[src/design/spq_pkg.sv]
// Package with the shared types and constants of the sorted priority queue.
package spq_pkg;

   localparam int SPQ_CAPACITY    = 16;
   localparam int SPQ_VALUE_WIDTH = 32;
   localparam int SPQ_COUNT_WIDTH = 5;

   typedef enum logic [1:0] {
      STATUS_DONE  = 2'd0,
      STATUS_EMPTY = 2'd1,
      STATUS_FULL  = 2'd2
   } spq_status_type;

   typedef enum logic {
      ACTION_INSERT = 1'b0,
      ACTION_REMOVE = 1'b1
   } spq_action_type;

   // Command broadcast to every cell of the chain.
   typedef struct packed {
      logic                               insert;
      logic                               remove;
      logic signed [SPQ_VALUE_WIDTH-1:0]  value;
   } spq_cmd_type;

endpackage

[src/design/sorted_priority_queue.sv]
// Top level of the sorted priority queue built as a chain of compare-and-shift cells.
//
// A word is taken at every rising edge where start is high and busy is low; busy stays
// low, so one insert or remove is accepted each clock cycle. The answer appears in the next
// cycle on the rsp_ ports for exactly one cycle, flagged by rsp_strobe, and the receiver
// cannot hold it off. The values live in a row of CAPACITY cells kept in ascending order:
// on an insert every cell compares the new value with its own in parallel, and the cells
// holding larger values pass their contents one place to the right while the first of
// them takes the new value, so equal values leave in arrival order. On a remove the
// smallest value, held in the leftmost cell, is returned and every cell takes its right
// neighbor's value. A remove on an empty queue reports the empty status with a zero value,
// and an insert into a full queue is dropped and reports the full status. Every answer
// carries the count held after that word, five bits wide, so it wraps above 31. Cells need
// no clearing after reset: only cells below the held count are ever read.
module sorted_priority_queue
   import spq_pkg::*;
#(
   parameter int CAPACITY = SPQ_CAPACITY
) (
   input  logic                               clock,
   input  logic                               reset,
   input  logic                               start,
   output logic                               busy,
   input  logic                               req_action,
   input  logic signed [SPQ_VALUE_WIDTH-1:0]  req_value,
   output logic                               rsp_strobe,
   output logic signed [SPQ_VALUE_WIDTH-1:0]  rsp_removed_value,
   output logic [1:0]                         rsp_status,
   output logic [SPQ_COUNT_WIDTH-1:0]         rsp_entry_count
);

   localparam int CW = $clog2(CAPACITY + 1);

   logic [CW-1:0] count_ff;
   logic [CW-1:0] count_in;

   logic                               strobe_ff;
   logic signed [SPQ_VALUE_WIDTH-1:0]  removed_ff;
   logic signed [SPQ_VALUE_WIDTH-1:0]  removed_in;
   spq_status_type                     status_ff;
   spq_status_type                     status_in;
   logic [SPQ_COUNT_WIDTH-1:0]         entry_count_ff;

   logic accept;
   logic is_full;
   logic is_empty;
   spq_cmd_type cmd;

   logic [CAPACITY-1:0]                       cell_shift;
   logic signed [SPQ_VALUE_WIDTH-1:0]         cell_value [CAPACITY];

   // The chain finishes each word in the cycle it arrives, so it never pushes back.
   assign busy     = 1'b0;
   assign accept   = start && !busy;
   assign is_full  = (count_ff == CW'(CAPACITY));
   assign is_empty = (count_ff == '0);

   // Only legal operations reach the cells; dropped words leave the store untouched.
   assign cmd.insert = accept && (req_action == ACTION_INSERT) && !is_full;
   assign cmd.remove = accept && (req_action == ACTION_REMOVE) && !is_empty;
   assign cmd.value  = req_value;

   for (genvar i = 0; i < CAPACITY; i++) begin : g_cell
      logic                               left_shift;
      logic signed [SPQ_VALUE_WIDTH-1:0]  left_value;
      logic signed [SPQ_VALUE_WIDTH-1:0]  right_value;

      if (i == 0) begin : g_first
         assign left_shift = 1'b0;
         assign left_value = req_value;
      end else begin : g_inner
         assign left_shift = cell_shift[i-1];
         assign left_value = cell_value[i-1];
      end

      if (i == CAPACITY - 1) begin : g_last
         assign right_value = cell_value[i];
      end else begin : g_body
         assign right_value = cell_value[i+1];
      end

      spq_cell u_cell (
         .clock       (clock),
         .cmd         (cmd),
         .occupied    (count_ff > CW'(i)),
         .left_shift  (left_shift),
         .left_value  (left_value),
         .right_value (right_value),
         .shift       (cell_shift[i]),
         .value       (cell_value[i])
      );
   end

   always_comb begin
      count_in   = count_ff;
      removed_in = '0;
      status_in  = STATUS_DONE;
      if (accept) begin
         unique case (req_action)
            ACTION_INSERT: begin
               if (is_full) begin
                  status_in = STATUS_FULL;
               end else begin
                  count_in = count_ff + CW'(1);
               end
            end
            ACTION_REMOVE: begin
               if (is_empty) begin
                  status_in = STATUS_EMPTY;
               end else begin
                  removed_in = cell_value[0];
                  count_in   = count_ff - CW'(1);
               end
            end
            default: begin
               status_in = STATUS_DONE;
            end
         endcase
      end
   end

   always_ff @(posedge clock) begin
      if (reset) begin
         count_ff  <= '0;
         strobe_ff <= 1'b0;
      end else begin
         count_ff  <= count_in;
         strobe_ff <= accept;
      end
   end

   always_ff @(posedge clock) begin
      removed_ff     <= removed_in;
      status_ff      <= status_in;
      entry_count_ff <= SPQ_COUNT_WIDTH'(count_in);
   end

   assign rsp_strobe        = strobe_ff;
   assign rsp_removed_value = removed_ff;
   assign rsp_status        = status_ff;
   assign rsp_entry_count   = entry_count_ff;

endmodule

[src/design/spq_cell.sv]
// One storage cell of the sorted chain, holding one value.
module spq_cell
   import spq_pkg::*;
(
   input  logic                               clock,
   input  spq_cmd_type                        cmd,
   input  logic                               occupied,
   input  logic                               left_shift,
   input  logic signed [SPQ_VALUE_WIDTH-1:0]  left_value,
   input  logic signed [SPQ_VALUE_WIDTH-1:0]  right_value,
   output logic                               shift,
   output logic signed [SPQ_VALUE_WIDTH-1:0]  value
);

   logic signed [SPQ_VALUE_WIDTH-1:0] value_ff;
   logic signed [SPQ_VALUE_WIDTH-1:0] value_in;

   // A cell moves right on insert when it is free or holds a larger value.
   assign shift = !occupied || (cmd.value < value_ff);
   assign value = value_ff;

   always_comb begin
      value_in = value_ff;
      if (cmd.insert && shift) begin
         value_in = left_shift ? left_value : cmd.value;
      end else if (cmd.remove) begin
         value_in = right_value;
      end
   end

   always_ff @(posedge clock) begin
      value_ff <= value_in;
   end

endmodule

[config.mk]
export PLATFORM = sky130hd
export DESIGN_NAME = sorted_priority_queue
export DESIGN_NICKNAME = d
export VERILOG_FILES = /design/src/design/spq_pkg.sv /design/src/design/sorted_priority_queue.sv /design/src/design/spq_cell.sv
export SDC_FILE = /design/constraint.sdc
export NUM_CORES = 2
export LEC_CHECK = 0
export BUFFER_PORTS_ARGS = -buffer_cell sky130_fd_sc_hd__buf_2
export CAP_MARGIN = 0
export CORE_UTILIZATION = 58
export DETAILED_ROUTE_END_ITERATION = 6
export PLACE_DENSITY = 0.82
export SLEW_MARGIN = 30
export SYNTH_ARGS = -nofsm -noshare
export SYNTH_HDL_FRONTEND = slang
export SYNTH_SLANG_ARGS = --single-unit
[constraint.sdc]
create_clock -name clock -period 5.94 [get_ports clock]
set_input_delay 1.188 -clock clock [delete_from_list [all_inputs] [get_ports clock]]
set_output_delay 1.188 -clock clock [all_outputs]
set_load 0.02 [all_outputs]
==> impl_metrics.toml <==
[outcome]
outcome = "complete, but fails checks"
violations = "design-rule violations"

[yosys]
synth-seq-cells = 557
synth-xor-area-share_pct = 0.0656
synth_edf_count = 512
syn-cell-area_um2 = 40000
ys_seq_area_share_pct = 40.6
synth_ff_type = "edfxtp_1"
synth-adder-area-share_pct = 15.7
syn-num-nets = 4806
syn_inst = 4269
synth_compound_area_share_pct = 13.7
synth_top_family_by_area = "adder cells"
async_reset_ff_share_pct = 0
synth.distinct_cells = 61
ys_warn_count = 0
muxShareOfSynthArea_pct = 10.5
avgSynthCellArea_um2 = 9.38
synth_simple_gate_area_share_pct = 12.1

[place]
dp_cells = 5121
io_buffers = 75
dp_hpwl_um = 76500
gp_congestion = 0.922

[drt]
post_drt_via_cell_ratio = 6.19
drtPass1Iterations = 7
wl_per_cell_um = 19.7
vias = 32300
wirelength_um = 103000
drc = 1
drt_iter0_drc = 2828
antenna_left = 0

[global_route]
antenna_found_initial = 0
grt_first_pass_wirelength_um = 166000
groute.usage.overall_pct = 29.0
grt_max_degree = 65
grt_pass1_vias = 32500
gr-total-overflow = 0

[power]
p_seq_share_pct = 42.8
clkPwrFrac_pct = 28.7
combPwrFrac_pct = 28.5
power.switching_w = 0.00437
pwr_density_cell_nw_per_um2 = 295
intPower_w = 0.00845
ir_worst_vdd_mv = 0.266
swShare_pct = 34.1
cellLeakagePower_nw = 19.9
power_w = 0.0128

[worst_setup_path]
crit_path_max_incr_delay_ns = 0.73
critPathCaptureType = "register"
cp_slowest_cell = "nor4_1"
path_cells = "buf_2, buf_4, ha_1, nand4_1, nor4_1, o211ai_1, a31oi_1, o211ai_1, o31ai_4, buf_4, o21ai_2, buf_4"
crit_fanout = 33
crit_family = "buffers and inverters"
crit_buf_inv = 4
crit_arrival_ns = 5.05
cp_common_cell = "buf_4"
setup.worst_path.start_class = "primary input"
cp.required_ns = 6.30
path_class = "primary input to register"

[cts]
clock-sinks = 557
cts_resized = 0
tritoncts = "done"
cts-hold-fix-buffers = 0
cts_buffer_depth = 3
cts_buffers = 59
root_buffer = "clkbuf_16"
clk_pin_slew_worst_paths_ns = 0.06
insertion_delay_ns = 0.64
cts_htree_levels = 2
cts_setup_buffers = 0

[layout]
nNetsFinal = 4846
final_cells = 5230
area_delta_synth_final_pct = 8.57
n_antenna_cell = 0
drive_gt1_share_pct = 8.19

[floorplan]
die_x_um = 265
die_height_um = 265
core_area_um2 = 67800
die_area_um2 = 70100
start_util_pct = 59.1
rows = 95
boundaryPins = 77

[timing]
post-route-min-period_ns = 4.69
worst_pin_slew_ns = 1.09
grt_setup_unrepaired = "no"
final.setup.tns_ns = 0
slew_headroom_pct = 26.5
fin_hold_ws_ns = 0.500
timing.fmax_mhz = 213
post-route-period-util_pct = 79.0
final.setup_skew_ns = 0.0248
hold_viol_final = 0
slew_viol_final = 0
setup_viol_count_final = 0

[worst_hold_path]
min_path_type = "register to register"

[job]
cap_violations = 0
## cell usage in the layout, fill, tap and decap left out, types with 7 or more instances in the layout
| master | count |
|---|---|
| edfxtp_1 | 512 |
| inv_1 | 504 |
| ha_1 | 501 |
| nand2_1 | 482 |
| nor2_1 | 385 |
| mux2i_1 | 380 |
| a21oi_1 | 322 |
| o21ai_0 | 288 |
| a31oi_1 | 132 |
| buf_4 | 108 |
| nand3_1 | 87 |
| buf_2 | 75 |
| clkbuf_16 | 63 |
| nand4_1 | 50 |
| dfxtp_1 | 45 |
| nor2b_1 | 40 |
| mux2_2 | 37 |
| o211ai_1 | 35 |
| a211oi_1 | 29 |
| nand2b_1 | 26 |
| a21o_1 | 25 |
| nor3_1 | 19 |
| a2111oi_0 | 19 |
| clkinv_2 | 16 |
| clkbuf_1 | 14 |
| or4_1 | 12 |
| a221oi_1 | 12 |
| o21ai_1 | 11 |
| nor4_1 | 11 |
| a211oi_4 | 7 |
| o21ai_2 | 7 |
| clkinv_1 | 7 |
| clkbuf_8 | 7 |
## final cells by class
class	instances	area, µm²
Inverter	504	1890
Multi-Input combinational cell	2998	21000
Sequential cell	557	16300
Clock buffer	84	1730
Fill cell	5190	24300
Timing Repair Buffer	189	1310
Tap cell	873	1090
Clock inverter	25	143
## worst register-to-register path, stage by stage (launching register included)
cell and delay [ns]:
edfxtp_1 0.43, inv_1 0.16, ha_1 0.26, and3_1 0.22, a2111oi_2 0.60, a21boi_0 0.34
o2111ai_1 0.51, a41oi_2 0.45, and2_1 0.55, o21ai_2 0.28, buf_12 0.24
## stage by stage
stage | instance area [µm²] | utilization (%) | setup WS [ns]
floorplan | 40000 | - | 0.0281
global placement | 41600 | 61.4 | 0.212
detailed placement | 41600 | 61.4 | 0.791
CTS | 43500 | 64.2 | 1.44
global route | 43500 | 64.2 | 1.10
finish | 43500 | 64.2 | 1.25
## metal layers
layer | track usage (%) | part of all wire [%]
met1 | 37.4 | 41
met2 | 50.0 | 49
met3 | 3.54 | 6.1
met4 | 10.9 | 3.6
met5 | 0 | 0
## state kept, by name (all words and copies together), names as in the netlist
name                 cells
rsp_strobe               1
rsp_removed_value       32
count_ff                 5
rsp_status               2
g_cell.u_cell.value    512
rsp_entry_count          5
## kinds of logic (layout without fill, tap and decap cells)
| family | count (synthesis) | after routing |
|---|---|---|
| simple gates | 1137 | 1137 |
| compound gates | 939 | 939 |
| buf+inv | 714 | 802 |
| flops | 557 | 557 |
| fa+ha+maj | 501 | 501 |
| mux | 417 | 417 |
| xor+xnor | 3 | 3 |
| other cells | 1 | 1 |
## power by group through the flow
stage	clock (W)	sequential [W]	combinational [W]
6_report	0.00369	0.00548	0.00365
2_1_floorplan	0	0.00542	0.00252
3_3_place_gp	0	0.00555	0.00334
4_1_cts	0.00371	0.00548	0.00359
3_5_place_dp	0	0.00555	0.00356
5_1_grt	0.00387	0.00554	0.00406
## synth_stat cells, types with 45 or more instances
cell type	count	share of area [%]
a21oi_1	323	4.0
a31oi_1	132	2.1
buf_2	58	0.72
clkbuf_1	99	0.93
dfxtp_1	45	2.2
edfxtp_1	512	38
ha_1	501	16
inv_1	504	4.7
mux2i_1	380	9.5
nand2_1	482	4.5
nand3_1	88	1.1
nand4_1	50	0.78
nor2_1	386	3.6
o21ai_0	294	3.7
## worst paths after layout
check	startpoint	cells past startpoint	slack [ns]	end
max	req_value[31]	12	1.25	g_cell[6].u_cell.value[6]$_DFFE_PP_
max reg2reg	g_cell[14].u_cell.value[6]$_DFFE_PP_	10	1.57	g_cell[14].u_cell.value[3]$_DFFE_PP_
min	g_cell[0].u_cell.value[17]$_DFFE_PP_	2	0.50	rsp_removed_value[17]$_SDFF_PP0_
min reg2reg	g_cell[0].u_cell.value[17]$_DFFE_PP_	2	0.50	rsp_removed_value[17]$_SDFF_PP0_
(Power assumes the default switching activity.)
